## src/lrfcs_pkg.sv

```systemverilog
// Shared types, constants and functions for the four-cell life rule strip.
`default_nettype none
package lrfcs_pkg;

	localparam int WindowW = 18;
	localparam int RowLen  = 6;
	localparam int NumLanes = 4;
	localparam int RuleW   = 9;
	localparam int CountW  = 4;
	localparam int IndexW  = 2;

	// Register indexes on the write port
	localparam logic [IndexW-1:0] REG_BIRTH   = 2'd0;
	localparam logic [IndexW-1:0] REG_SURVIVE = 2'd1;

	// Birth and survival masks as one group
	typedef struct packed {
		logic [RuleW-1:0] birth;
		logic [RuleW-1:0] survive;
	} rule_t;

	// 3x3 neighborhood: row2 in [8:6], row1 in [5:3], row0 in [2:0]; center at bit 4
	typedef logic [8:0] nbhd_t;

	// Count of live neighbors: all bits but the center
	function automatic logic [CountW-1:0] live_count(input nbhd_t nb);
		logic [CountW-1:0] cnt;
		cnt = '0;
		for (int i = 0; i < 9; i++) begin
			if (i != 4) begin
				cnt = cnt + CountW'(nb[i]);
			end
		end
		return cnt;
	endfunction

endpackage
`default_nettype wire

```

## src/life_rule_four_cell_strip_core.sv

```systemverilog
// Top level: window register, four cell lanes, merged output register, rule registers.
//
//  channel | direction | handshake           | payload
//  --------+-----------+---------------------+------------------------
//  in      | in        | in_valid / in_stall | window[17:0]
//  out     | out       | out_valid/out_stall | next_cells[3:0]
//  config  | in        | wr_en               | wr_index[1:0], wr_data[8:0]
//
// One window per cycle while in_stall is low; the window register and the output register lie between input and output.
// Four lanes evaluate the four center cells in parallel, combinationally.
// Reset clears both pipeline valids and loads birth 8, survive 12.
// An out_stall holds the output word; the window stage keeps filling until
// both stages are full, then in_stall rises.
`default_nettype none
module life_rule_four_cell_strip_core (
	input  logic                             clk,
	input  logic                             arst_n,
	input  logic                             in_valid,
	output logic                             in_stall,
	input  logic [lrfcs_pkg::WindowW-1:0]    window,
	output logic                             out_valid,
	input  logic                             out_stall,
	output logic [lrfcs_pkg::NumLanes-1:0]   next_cells,
	input  logic                             wr_en,
	input  logic [lrfcs_pkg::IndexW-1:0]     wr_index,
	input  logic [lrfcs_pkg::RuleW-1:0]      wr_data
);
	import lrfcs_pkg::*;

	rule_t               rule_q;
	logic                valid_s1;
	logic [WindowW-1:0]  window_s1;
	logic [NumLanes-1:0] lane_bits;
	logic                adv2;
	logic                adv1;

	// Rule registers; unknown indexes are dropped
	always_ff @(posedge clk or negedge arst_n) begin
		if (!arst_n) begin
			rule_q.birth   <= RuleW'(8);
			rule_q.survive <= RuleW'(12);
		end else if (wr_en) begin
			unique case (wr_index)
				REG_BIRTH:   rule_q.birth   <= wr_data;
				REG_SURVIVE: rule_q.survive <= wr_data;
				default: ;
			endcase
		end
	end

	// Window stage moves when empty or when the merge stage takes its word
	assign adv1     = !valid_s1 || adv2;
	assign in_stall = !adv1;

	always_ff @(posedge clk or negedge arst_n) begin
		if (!arst_n) begin
			valid_s1 <= 1'b0;
		end else if (adv1) begin
			valid_s1 <= in_valid;
		end
	end

	always_ff @(posedge clk) begin
		if (adv1 && in_valid) begin
			window_s1 <= window;
		end
	end

	// One lane per center cell, column j+1 of row 1
	for (genvar j = 0; j < NumLanes; j++) begin : g_lane
		localparam int Col = j + 1;
		nbhd_t nb;
		assign nb = {window_s1[2*RowLen + Col - 1 +: 3],
		             window_s1[RowLen + Col - 1 +: 3],
		             window_s1[Col - 1 +: 3]};
		lrfcs_lane u_lane (
			.nbhd      (nb),
			.rule      (rule_q),
			.next_cell (lane_bits[j])
		);
	end

	lrfcs_merge u_merge (
		.clk        (clk),
		.arst_n     (arst_n),
		.lane_valid (valid_s1),
		.lane_bits  (lane_bits),
		.advance    (adv2),
		.out_valid  (out_valid),
		.out_stall  (out_stall),
		.next_cells (next_cells)
	);

endmodule
`default_nettype wire

```

## src/lrfcs_lane.sv

```systemverilog
// One lane: next state of one center-row cell from its 3x3 neighborhood.
`default_nettype none
module lrfcs_lane (
	input  var lrfcs_pkg::nbhd_t nbhd,
	input  var lrfcs_pkg::rule_t rule,
	output logic                 next_cell
);
	import lrfcs_pkg::*;

	logic [CountW-1:0] cnt;
	logic              self_alive;

	// Neighbor count picks one mask bit; cell state picks the mask
	assign cnt        = live_count(nbhd);
	assign self_alive = nbhd[4];

	always_comb begin
		if (self_alive) begin
			next_cell = rule.survive[cnt];
		end else begin
			next_cell = rule.birth[cnt];
		end
	end

endmodule
`default_nettype wire

```

## src/lrfcs_merge.sv

```systemverilog
// Merge stage: gathers the lane results into the registered output word.
`default_nettype none
module lrfcs_merge (
	input  logic                            clk,
	input  logic                            arst_n,
	input  logic                            lane_valid,
	input  logic [lrfcs_pkg::NumLanes-1:0]  lane_bits,
	output logic                            advance,
	output logic                            out_valid,
	input  logic                            out_stall,
	output logic [lrfcs_pkg::NumLanes-1:0]  next_cells
);
	import lrfcs_pkg::*;

	logic                valid_s2;
	logic [NumLanes-1:0] cells_s2;

	// Output register takes a new word when empty or when its word transfers
	assign advance = !valid_s2 || !out_stall;

	always_ff @(posedge clk or negedge arst_n) begin
		if (!arst_n) begin
			valid_s2 <= 1'b0;
		end else if (advance) begin
			valid_s2 <= lane_valid;
		end
	end

	// Payload needs no reset
	always_ff @(posedge clk) begin
		if (advance && lane_valid) begin
			cells_s2 <= lane_bits;
		end
	end

	assign out_valid  = valid_s2;
	assign next_cells = cells_s2;

endmodule
`default_nettype wire
```

## config.mk

```make
export PLATFORM = sky130hd
export DESIGN_NAME = life_rule_four_cell_strip_core
export DESIGN_NICKNAME = d
export VERILOG_FILES = /design/src/lrfcs_pkg.sv /design/src/life_rule_four_cell_strip_core.sv /design/src/lrfcs_lane.sv /design/src/lrfcs_merge.sv
export SDC_FILE = /design/constraint.sdc
export NUM_CORES = 1
export LEC_CHECK = 0
export ABC_AREA = 1
export BUFFER_PORTS_ARGS = -buffer_cell sky130_fd_sc_hd__buf_4
export CORE_UTILIZATION = 55
export DETAILED_ROUTE_END_ITERATION = 12
export GPL_TIMING_DRIVEN = 0
export PLACE_DENSITY = 0.77
export SLEW_MARGIN = 15
export SYNTH_ARGS = -nofsm -noshare
export SYNTH_HDL_FRONTEND = slang
export SYNTH_SLANG_ARGS = --single-unit
```

## constraint.sdc

```tcl
create_clock -name clk -period 8.52 [get_ports clk]
set_input_delay 1.704 -clock clk [delete_from_list [all_inputs] [get_ports clk]]
set_output_delay 1.704 -clock clk [all_outputs]
set_load 0.005 [all_outputs]
```

* Yosys cells after proc, flatten, opt, wreduce, memory -nomap -nowiden
Index checks and enable logic that the tools add are counted.
** Word-level totals
- Register bits :: 42
- Latch bits :: 0
- RAM bits :: 0
- Bits in read-only memories :: 0
- Bits of input ports :: 34
- Output and inout bits :: 6
- Logic and storage cells :: 70
- Memories :: 0
** Cells by class
- Add/sub/neg operators :: 28
- Multiply operators :: 0
- Div/mod/pow operators :: 0
- $lt $le $gt $ge :: 4
- Equality and inequality tests :: 1
- Shifts and indexed selects :: 0
- Multiplexer cells :: 20
- Bitwise operators :: 0
- Reduce and logical (&&, ||, !) cells :: 11
** Operators by type and width (number)
- $add 4x1->4 :: 24
- $bmux 1 s4 :: 8
- $lt 4x5->1 const B :: 4
- $mux 1 :: 12
- $add 1x1->2 :: 4
- $logic_not 1->1 :: 4
- $reduce_and 2->1 :: 2
- $eq 2x1->1 const B :: 1
- $logic_and 1x1->1 :: 2
- $logic_not 2->1 :: 1
- $logic_or 1x1->1 :: 2

* Depth between registers and ports, before layout
Gate-level depths: netlist (run 1).
- Word-level depth :: 10
- Mapped depth :: 16
- Mapped depth without buffers :: 16

* Hierarchy
A second synthesis (run 1) with hierarchy kept.
** Unflattened totals
- Cell total of the unflattened synthesis :: 394
- Area total of the unflattened synthesis :: 3070.4 µm²
** By module, submodules not included
- life_rule_four_cell_strip_core :: times used 1, cells an instance 104, area an instance 1346.3 µm², seq. area each 1019.7 µm²
- lrfcs_lane at g_lane[1].u_lane ... :: times used 3, cells an instance 70, area an instance 385.4 µm², seq. area each 0.0 µm²
- lrfcs_lane at g_lane[0].u_lane :: times used 1, cells an instance 71, area an instance 406.6 µm², seq. area each 0.0 µm²
- lrfcs_merge :: times used 1, cells an instance 9, area an instance 161.4 µm², seq. area each 145.1 µm²

* Worst setup path before layout (run 1)
Ideal clock, no wire load.
- Kind :: input to output
- From :: input out_stall
- To :: output in_stall
- Arrival time :: 1881 ps
- Data required time :: 6816 ps
- Setup slack :: 4935 ps
- Cell stages on the path :: 2
- Buffers on the path :: 0
- Path through :: nand2_1 > nor2_1
** Between the ends
- Longest elaborated chain between the ends :: 4
** RTL lines
- start, declared :: line life_rule_four_cell_strip_core.sv:22 : input logic out_stall,
- $logic_not 1->1 :: line lrfcs_merge.sv:19 : assign advance = !valid_s2 || !out_stall;
- $logic_or 1x1->1 :: line lrfcs_merge.sv:19
- $logic_or 1x1->1 :: line life_rule_four_cell_strip_core.sv:52 : assign adv1 = !valid_s1 || adv2;
- $logic_not 1->1 :: line life_rule_four_cell_strip_core.sv:53 : assign in_stall = !adv1;
- end, declared :: line life_rule_four_cell_strip_core.sv:19 : output logic in_stall,
No other way between the ends.

* Final worst setup path (run 1)
Ends and elaborated chain as after synthesis.

==> run metrics, run 1 <==
Num CTS Buffers 5; Die Wd 75.23 um; setup repair bufs after CTS 0; total wire length 6369 um; CP arrival 2.10 ns; CTS resizes 0; Syn. warnings 0; final RePlAce weighted congestion 0.9108; met3 Use GR 4.150%; commonest non-fill, non-tap cell in the layout nand2_1; Post-DP Area 0.003329 mm^2; Synth Area in Compound Gates 9.207%; largest family of logic cells by synthesized area simple AND/OR/NAND/NOR gates; Worst VDD drop 0.1150 mV; Post-DRT Antenna Nets 0; r2r setup slk 4.98 ns; crit-path cells buf_4 -> nand2_1 -> nor2_1 -> buf_4; Crit Path Category in2out; clock root cell clkbuf_8; register area share after synthesis 39.50%; Synth cell types 25; vias in the first global route 2438; Pre-antenna DRT Iters 5; fin nets 468; detailed-route vias per instance 5.168; most frequent cells in the layout 108 x nand2_1, 70 x inv_1, 40 x buf_4; final period utilization 44.62%; routing usage on met1 31.80%; worst hold path startpoint valid_s1$_DFFE_PN0N_; top-level port count 40; critical path's slowest cell nor2_1; # rows 26; first-pass GRT wire length 10520 um; cell mode on critical path buf_4; unrepaired setup endpoints after global routing no; antenna violations before repair 0; Post-Synth Simple-Gate Area 22.06%; start point of the critical path out_stall; critical path data required time 6.82 ns; core area 0.005140 mm^2; max-cap viol count 0; leakage 1.751 nW; XOR/XNOR Fraction of Synth Area 1.485%; Max FO, Critical Path 2; RR Startpoint window_s1[3]$_DFFE_PP_; setup_tns 0 ns; area share of the leading cell type in the synthesized netlist 22.40%; fraction of layout cells with a size suffix above 1 15.23%; die footprint 0.005659 mm^2; final clock skew 0.003990 ns; dominant cells by area after synthesis edfxtp_1 22%, dfrtp_1 14%, nand2_1 14%, fa_1 11%, inv_1 8.9%; DRC 0; Critical Path Sink Type output port; delay of the slowest critical-path stage 0.13 ns; setup violators final 0; Tmin final 3.802 ns; Mapped Area 0.002949 mm^2; port bufs 39; Rel. slew slack 53.77%; Post-Syn Nets 422; pin count of the biggest net entering global routing 21; Die Ht 75.23 um; #FFs+latches synth 42; deepest clock path buffer count 2; Hold Crit Class reg2reg; initial core utilization 57.38%; CP delay by family, top buffers and inverters; Worst-path clk slew 0.08 ns; GR Overflow Total 0; drt wl/cell 13.35 um; adder-cell share of the synthesized area 15.95%; CTS tree done; P&R area growth vs syn 15.95%; Yosys top cell by area edfxtp_1; via count 2465; Hold-fix buffers, CTS 0; Slew @ Worst Pin 0.6928 ns; Post-Syn Area per Cell 8.192 um^2; pwr dens 255.0 mW/mm^2; post-synthesis mux area share 0%; status complete, no violations; Fmax 263.0 MHz; Worst Setup Start Kind input pin; met2 GRT Util 45.15%; GRT Total Usage 25.73%; Ant. Diodes 0; hpwl dp 4942 um; cell area after layout 0.003420 mm^2; H-tree Lvls 2; final hold vios 0; Worst Path Buf+Inv 2; iteration-0 DRC count of the detailed router 148; Cells after Synth 360; CTS Sinks 42; Worst-Skew Late Latency 0.30 ns; GR peak layer met2; Final Max Slew Viols 0
==> stage by stage <==
step	setup slack (ns)	hold slack, ns	utilization [%]	std cells	power [mW]
2_1_floorplan	4.935	0.4331	-	360	0.6258
3_3_place_gp	4.731	0.4422	64.78	469	0.7219
3_5_place_dp	4.718	0.4507	64.78	469	0.7364
4_1_cts	4.717	0.4738	66.53	477	0.8693
5_1_grt	4.667	0.5112	66.53	477	0.9480
6_report	4.718	0.4714	66.53	477	0.8721
==> kinds of logic after synthesis <==
family                   count (synthesis)
AND/OR/NAND/NOR                        157
buffers and inverters                   79
AO/OA/AOI/OAI                           49
flip-flops                              42
adder cells (fa/ha/maj)                 28
XOR/XNOR                                 5
==> cells in the mapped netlist <==
master	count
inv_1	70
nand3b_2	1
ha_1	12
inv_2	1
a21oi_1	15
dfrtp_1	17
clkbuf_2	2
buf_4	1
buf_8	2
o211ai_1	9
nand3_1	38
buf_6	3
o21ai_0	20
o21ai_2	1
xor2_1	1
or2_1	1
fa_1	16
nor3_1	1
nor2_1	7
nor2_2	1
o21ai_1	4
xnor2_1	4
nand2_1	108
edfxtp_1	22
dfstp_2	3
==> sequential cells by signal, indices dropped and copies added (netlist names) <==
register	cells
window_s1	18
valid_s1	1
rule_q	18
u_merge.out_valid	1
u_merge.next_cells	4
==> power by group <==
group | switching [mW] | leakage [nW] | internal (mW) | total (mW)
Clock | 0.0725 | 0.0486 | 0.0611 | 0.134
Combinational | 0.267 | 1.25 | 0.195 | 0.462
Sequential | 0.0258 | 0.454 | 0.251 | 0.276
Total | 0.365 | 1.75 | 0.507 | 0.872
==> per-layer routing <==
metal / vias up / part of all wire [%]
met5: - / 0
met4: 0 / 1.5
met1: 1145 / 43
met3: 12 / 5.5
met2: 76 / 50
li1: 1232 / -
==> tightest hold or removal path: stages (launching register included) <==
cell,delay [ns]
dfrtp_1,0.33
inv_1,0.05
nand2_1,0.06
==> path summary, 6_finish.rpt <==
path	to	cells past startpoint
setup reg to reg	u_merge.next_cells[3]$_DFFE_PP_	13
hold reg to reg	u_merge.out_valid$_DFFE_PN0P_	2
max in group asynchronous	rule_q[12]$_DFFE_PN1P_	1
hold / removal	u_merge.out_valid$_DFFE_PN0P_	2
min in group asynchronous	rule_q[11]$_DFFE_PN0P_	1
setup / recovery	in_stall	4
==> cell type report <==
type / count / area [um^2]
clock buffers: 6 / 76.32
well taps: 70 / 87.58
inverters: 71 / 266.5
flip-flops and latches: 42 / 1165
clock inverters: 2 / 13.76
multi-input cells: 239 / 1436
plain buffers: 8 / 81.33
repair buffers: 39 / 292.8
fillers: 455 / 1720
(Power assumes the default switching activity.)
==> run 2, diff against run 1 <==
--- a/config.mk
+++ b/config.mk
@@ -5,9 +5,9 @@
 export SDC_FILE = /design/constraint.sdc
 export NUM_CORES = 1
 export LEC_CHECK = 0
-export ABC_AREA = 1
+export ABC_AREA = 0
 export BUFFER_PORTS_ARGS = -buffer_cell sky130_fd_sc_hd__buf_4
-export CORE_UTILIZATION = 55
+export CORE_UTILIZATION = 52
 export DETAILED_ROUTE_END_ITERATION = 12
 export GPL_TIMING_DRIVEN = 0
 export PLACE_DENSITY = 0.77
==> constraint.sdc (replaced) <==
create_clock -name clk -period 3.13 [get_ports clk]
set_input_delay 0.626 -clock clk [delete_from_list [all_inputs] [get_ports clk]]
set_output_delay 0.626 -clock clk [all_outputs]
set_load 0.005 [all_outputs]
==> run 2 against run 1 <==
  * The run now ends with negative setup slack left
  * Final cell count shrank 36%
  * Clock skew grew 0.010 ns
  * Register-to-register slack lost 6.0 ns
  * Cell area shrank 3.0%
  * Clock-buffer cell count grew 1
  * Sequential power grew to 2.8 times the previous value
  * Synthesized cell count shrank 48%
  * Sequential share of layout area grew 1.0 points
  * Combinational power grew 120%
  * Clock power grew to 3.5 times the previous value
  * Largest cell class unchanged
==> run metrics, run 2 <==
status finished with violations (was complete, no violations); failing checks negative setup slack; CP arrival 4.18 ns (was 2.10 ns); Fmax 242.6 MHz; via count 1683 (was 2465); Final Util 68.00% (was 66.53%); number of synthesized flops with an enable pin 22 (unchanged); hpwl dp 3920 um (was 4942 um); crit-path cells ha_1 -> inv_1 -> fa_1 -> fa_1 -> fa_2 -> inv_2 -> fa_2 -> mux4_1 -> mux2_2 -> mux2_2 -> mux4_2 (was buf_4 -> nand2_1 -> nor2_1 -> buf_4); Post-DRT Antenna Nets 0 (unchanged); register area share after synthesis 42.77% (was 39.50%); Post-Syn Area per Cell 14.57 um^2 (was 8.192 um^2); Clk network pwr share 20.7% (was 15.3%); Slew @ Worst Pin 0.8674 ns (was 0.6928 ns); Rel. slew slack 41.66% (was 53.77%); Worst VDD drop 0.3610 mV (was 0.1150 mV); GR Overflow Total 0 (unchanged); Total Power 2.238 mW (was 0.8721 mW); first-pass GRT wire length 8597 um (was 10520 um); detailed-route vias per instance 5.500 (was 5.168); most frequent cells after synthesis 35 x inv_1, 23 x mux2_2, 22 x edfxtp_1 (was 108 x nand2_1, 70 x inv_1, 38 x nand3_1); cell with the most instances after synthesis inv_1 (was nand2_1); Die Wd 74.38 um (was 75.23 um); Yosys top cell by area edfxtp_1 (unchanged); initial core utilization 55.82% (was 57.38%); dominant cells by area after synthesis edfxtp_1 24%, dfrtp_1 16%, mux4_2 12%, fa_1 12%, mux2_2 9.5% (was edfxtp_1 22%, dfrtp_1 14%, nand2_1 14%, fa_1 11%, inv_1 8.9%); clock root cell clkbuf_8 (unchanged); Worst-Skew Late Latency 0.31 ns (was 0.30 ns); Critical Path Sink Type flip-flop (was output port); final period utilization 131.7%; Ant. Diodes 0 (unchanged); Sw Share 30.41% (was 41.85%); Post-Syn Nets 249 (was 422); drt wl/cell 16.71 um (was 13.35 um); final setup margin -0.9921 ns (was 4.718 ns); top-level port count 40 (unchanged); core area 0.004880 mm^2 (was 0.005140 mm^2); Cells after Synth 187 (was 360); port bufs 39 (unchanged); P&R area growth vs syn 21.82% (was 15.95%); DRC 0 (unchanged); CTS Sinks 42 (unchanged); critical path's slowest cell fa_1 (was nor2_1); Hold Crit Class in2async (was reg2reg); critical path data required time 3.19 ns (was 6.82 ns); worst hold slack 0.1795 ns (was 0.4714 ns); Crit Path Category reg2reg (was in2out); die footprint 0.005532 mm^2 (was 0.005659 mm^2); Async SR Flop Fraction 47.62% (unchanged); #FFs+latches synth 42 (unchanged); Reg power frac 34.1% (was 31.7%); final non-filler cell total 306 (was 477); setup violators final 4 (was 0); final clock skew 0.01433 ns (was 0.003990 ns); final hold vios 0 (unchanged); Synth cell types 29 (was 25); pin count of the biggest net entering global routing 21 (unchanged); P_sw 0.6805 mW (was 0.3650 mW); total wire length 5112 um (was 6369 um); Worst Setup Start Kind flip-flop (was input pin); antenna violations before repair 0 (unchanged); H-tree Lvls 2 (unchanged); Pre-antenna DRT Iters 6 (was 5); Max FO, Critical Path 3 (was 2); area share of the leading cell type in the synthesized netlist 24.25% (was 22.40%); commonest non-fill, non-tap cell in the layout buf_4 (was nand2_1); fraction of layout cells with a size suffix above 1 47.28% (was 15.23%); Num CTS Buffers 5 (unchanged); final RePlAce weighted congestion 0.7834 (was 0.9108); iteration-0 DRC count of the detailed router 131 (was 148); vias in the first global route 1746 (was 2438); Comb power frac 45.1% (was 53.0%); Mapped Area 0.002724 mm^2 (was 0.002949 mm^2); Filler cells 382 (was 455); GRT Total Usage 21.96% (was 25.73%); max-cap viol count 0 (unchanged); Post-Place Cells 293 (was 469); leakage 1.461 nW (was 1.751 nW); deepest clock path buffer count 2 (unchanged); Syn. warnings 0 (unchanged); Hold-fix buffers, CTS 0 (unchanged); Main synth FF type edfxtp_1 (unchanged); CTS tree done (unchanged); # rows 25 (was 26); most frequent cells in the layout 44 x buf_4, 29 x inv_1, 22 x edfxtp_1 (was 108 x nand2_1, 70 x inv_1, 40 x buf_4); pwr dens 674.5 mW/mm^2 (was 255.0 mW/mm^2); delay of the slowest critical-path stage 0.50 ns (was 0.13 ns); Tmin final 4.122 ns; fin nets 300 (was 468); Final Max Slew Viols 0 (unchanged); setup_tns -3.326 ns (was 0 ns); Die Ht 74.38 um (was 75.23 um); unrepaired setup endpoints after global routing yes (was no); Int Pwr 1.557 mW (was 0.5071 mW); Worst-path clk slew 0.09 ns (was 0.08 ns)
-- run 2: cells by family after synthesis --
family                   count (synthesis)  synth area share (%)
buffers and inverters                   39                 5.374
AND/OR/NAND/NOR                         18                 3.537
AO/OA/AOI/OAI                           12                 3.170
multiplexers                            46                 27.24
XOR/XNOR                                 2                0.6432
flip-flops                              42                 42.77
adder cells (fa/ha/maj)                 28                 17.27
-- run 2: area by class of cell --
class	instances	area, um^2	share of cell area [%]
multi-input cells	106	1448	43.63
clock buffers	7	118.9	3.582
clock inverters	1	8.758	0.2640
repair buffers	44	330.3	9.955
well taps	67	83.83	2.526
plain buffers	4	32.53	0.9804
flip-flops and latches	42	1165	35.11
inverters	35	131.4	3.959
-- run 2: power by group through the flow --
stage | Combinational, mW | Sequential (mW) | Clock, mW
3_3_place_gp | 0.938 | 0.771 | 0
5_1_grt | 1.11 | 0.778 | 0.494
2_1_floorplan | 0.744 | 0.746 | 0
3_5_place_dp | 0.952 | 0.775 | 0
4_1_cts | 0.997 | 0.763 | 0.468
6_report | 1.01 | 0.763 | 0.464
-- run 2: path summary, 6_finish.rpt --
kind / start / slack [ns] / end / depth (start not counted)
worst min-delay path: arst_n / 0.18 / rule_q[15]$_DFFE_PN0P_ / 1
worst max-delay path: window_s1[3]$_DFFE_PP_ / -0.99 / u_merge.next_cells[2]$_DFFE_PP_ / 11
worst min register to register: valid_s1$_DFFE_PN0N_ / 0.50 / u_merge.out_valid$_DFFE_PN0P_ / 1
min in group clk: window[4] / 0.49 / window_s1[4]$_DFFE_PP_ / 1
worst max register to register: window_s1[3]$_DFFE_PP_ / -0.99 / u_merge.next_cells[2]$_DFFE_PP_ / 11
max in group asynchronous: arst_n / 2.68 / rule_q[2]$_DFFE_PN1P_ / 1
-- run 2: repair_timing --
item / 4_1_cts / 5_1_grt
cloned: 0 / 0
pin swaps: 7 / 2
gates resized for setup: 6 / 4
setup endpoints to repair: 4 / 4
buffers inserted: 4 / 1
-- run 2: routing by layer --
metal	global-route usage (%)	wire length [um]	vias to the layer above
met5	0	0	-
met1	29.50	2184	851
met3	6.775	334	4
met4	7.338	45	0
met2	34.33	2548	52
li1	-	-	776
-- run 2: critical path, delay by kind of cell (launching register included) --
| family | cells | cell delay (ns) |
|---|---|---|
| fa+ha+maj | 5 | 2.09 |
| buf+inv | 2 | 0.12 |
| mux | 4 | 1.26 |
| flops | 1 | 0.41 |
-- run 2: metrics by stage --
| stage | setup WS [ns] | instance area (um^2) |
|---|---|---|
| 3_3_place_gp | -1.034 | 3134 |
| 3_5_place_dp | -1.058 | 3134 |
| 5_1_grt | -1.140 | 3318 |
| 6_report | -0.9921 | 3318 |
| 4_1_cts | -1.069 | 3301 |
| 2_1_floorplan | -0.8588 | 2758 |
==> run 3, diff against run 2 <==
--- a/config.mk
+++ b/config.mk
@@ -11,6 +11,7 @@
 export DETAILED_ROUTE_END_ITERATION = 12
 export GPL_TIMING_DRIVEN = 0
 export PLACE_DENSITY = 0.77
+export SETUP_SLACK_MARGIN = 0.15
 export SLEW_MARGIN = 15
 export SYNTH_ARGS = -nofsm -noshare
 export SYNTH_HDL_FRONTEND = slang
==> run 3 against run 2 <==
  * The run still ends with negative setup slack left
  * Wire length decreased by 0.12%
  * Worst hold slack improved by 0.00071 ns
  * Final cell count unchanged
  * Sequential cell count is the same
  * Utilization unchanged
  * Sequential power barely moved
  * Total power about the same
  * Via count shrank 0.18%
  * Critical path type unchanged
==> run metrics, run 3 (synthesis results as in run 2) <==
pin count of the biggest net entering global routing 21 (unchanged); CP arrival 4.18 ns (about the same); core area 0.004880 mm^2 (unchanged); P&R area growth vs syn 21.82% (unchanged); Final Max Slew Viols 0 (unchanged); Max FO, Critical Path 3 (unchanged); commonest non-fill, non-tap cell in the layout buf_4 (unchanged); Pre-antenna DRT Iters 6 (unchanged); GRT Total Usage 21.96% (unchanged); leakage 1.461 nW (unchanged); via count 1680 (was 1683); iteration-0 DRC count of the detailed router 121 (was 131); Crit Path Category reg2reg (unchanged); Fmax 242.5 MHz (was 242.6 MHz); final clock skew 0.01434 ns (was 0.01433 ns); Rel. slew slack 41.66% (about the same); Critical Path Sink Type flip-flop (unchanged); DRC 0 (unchanged); Hold Crit Class in2async (unchanged); Post-DP Area 0.003134 mm^2 (unchanged); fraction of layout cells with a size suffix above 1 47.28% (unchanged); fin nets 300 (unchanged); Slew @ Worst Pin 0.8674 ns (about the same); Num CTS Buffers 5 (unchanged); Worst-path clk slew 0.09 ns (about the same); GR Overflow Total 0 (unchanged); most frequent cells in the layout 44 x buf_4, 29 x inv_1, 22 x edfxtp_1 (unchanged); deepest clock path buffer count 2 (unchanged); unrepaired setup endpoints after global routing yes (unchanged); CTS tree done (unchanged); Tmin final 4.123 ns (was 4.122 ns); Worst Setup Start Kind flip-flop (unchanged); clock root cell clkbuf_8 (unchanged); critical path's slowest cell fa_1 (unchanged); top-level port count 40 (unchanged); detailed-route vias per instance 5.490 (was 5.500); final period utilization 131.7% (about the same); Hold-fix buffers, CTS 0 (unchanged); setup violators final 4 (unchanged); die footprint 0.005532 mm^2 (unchanged); status finished with violations (unchanged); hpwl dp 3920 um (unchanged); first-pass GRT wire length 8597 um (unchanged); cell area after layout 0.003318 mm^2 (unchanged); drt wl/cell 16.69 um (was 16.71 um); pwr dens 674.5 mW/mm^2 (about the same); vias in the first global route 1746 (unchanged); setup_tns -3.329 ns (was -3.326 ns); max-cap viol count 0 (unchanged); initial core utilization 55.82% (unchanged); Ant. Diodes 0 (unchanged); # rows 25 (unchanged); final RePlAce weighted congestion 0.7834 (unchanged); delay of the slowest critical-path stage 0.50 ns (about the same); H-tree Lvls 2 (unchanged); final setup margin -0.9930 ns (was -0.9921 ns); dpl ws -1.058 ns (unchanged); total wire length 5106 um (was 5112 um); Worst-Skew Late Latency 0.31 ns (about the same); Post-DRT Antenna Nets 0 (unchanged); critical path data required time 3.19 ns (about the same); failing checks negative setup slack (unchanged); crit-path cells ha_1 -> inv_1 -> fa_1 -> fa_1 -> fa_2 -> inv_2 -> fa_2 -> mux4_1 -> mux2_2 -> mux2_2 -> mux4_2 (unchanged); Die Wd 74.38 um (unchanged); port bufs 39 (unchanged); worst hold slack 0.1802 ns (was 0.1795 ns); Worst VDD drop 0.3614 mV (was 0.3610 mV); final hold vios 0 (unchanged); antenna violations before repair 0 (unchanged); CTS Sinks 42 (unchanged); Die Ht 74.38 um (unchanged)
[run 3: cell counts in the layout (fill, tap and decap cells not counted)]
No cell type changed its count.
[run 3: metal layers]
layer | GRT usage (%) | up-vias | routed length, um | share of wire, %
met4 | 7.338 | 0 | 45 | 0.88
li1 | - | 775 | - | -
met3 | 6.775 | 4 | 324 | 6.3
met5 | 0 | - | 0 | 0
met2 | 34.33 | 50 | 2550 | 50
met1 | 29.50 | 851 | 2186 | 43
[run 3: report_power, final]
part	internal, mW	leakage, nW	total [mW]	switching, mW
registers	0.688	0.442	0.763	0.0752
clock network	0.256	0.0647	0.464	0.208
logic	0.614	0.955	1.01	0.397
total	1.56	1.46	2.24	0.681
[run 3: through the flow]
stage	utilization, %	total power [mW]	cells
detailed placement	64.23	1.726	293
global placement	64.23	1.709	293
finish	68.00	2.238	306
floorplan	-	1.491	187
CTS	67.64	2.227	305
global route	68.00	2.382	306
[run 3: final cells by class]
type / instances / area, um^2
Fill cell: 382 / 1562
Multi-Input combinational cell: 106 / 1448
Sequential cell: 42 / 1165
Timing Repair Buffer: 44 / 330.3
Inverter: 35 / 131.4
Clock buffer: 7 / 118.9
Tap cell: 67 / 83.83
Buffer: 4 / 32.53
Clock inverter: 1 / 8.758
[run 3: repair_timing]
action,in CTS,in global routing
setup buffers,4,1
pin swaps,7,2
gates resized for setup,6,4
setup endpoints to repair,4,4
[run 3: final timing paths]
| kind | start | end | slack [ns] | cells after the start |
|---|---|---|---|---|
| worst max-delay path | window_s1[3]$_DFFE_PP_ | u_merge.next_cells[2]$_DFFE_PP_ | -0.99 | 11 |
| worst min-delay path | arst_n | rule_q[15]$_DFFE_PN0P_ | 0.18 | 1 |
| worst max register to register | window_s1[3]$_DFFE_PP_ | u_merge.next_cells[2]$_DFFE_PP_ | -0.99 | 11 |
| worst min register to register | valid_s1$_DFFE_PN0N_ | u_merge.out_valid$_DFFE_PN0P_ | 0.50 | 1 |
| max in group asynchronous | arst_n | rule_q[2]$_DFFE_PN1P_ | 2.68 | 1 |
| min in group clk | window[4] | window_s1[4]$_DFFE_PP_ | 0.49 | 1 |
[run 3: critical path, delay by kind of cell, from the launching register on]
family	cells	cell delay [ns]
adder cells (fa/ha/maj)	5	2.09
multiplexers	4	1.26
flip-flops	1	0.41
buffers and inverters	2	0.12
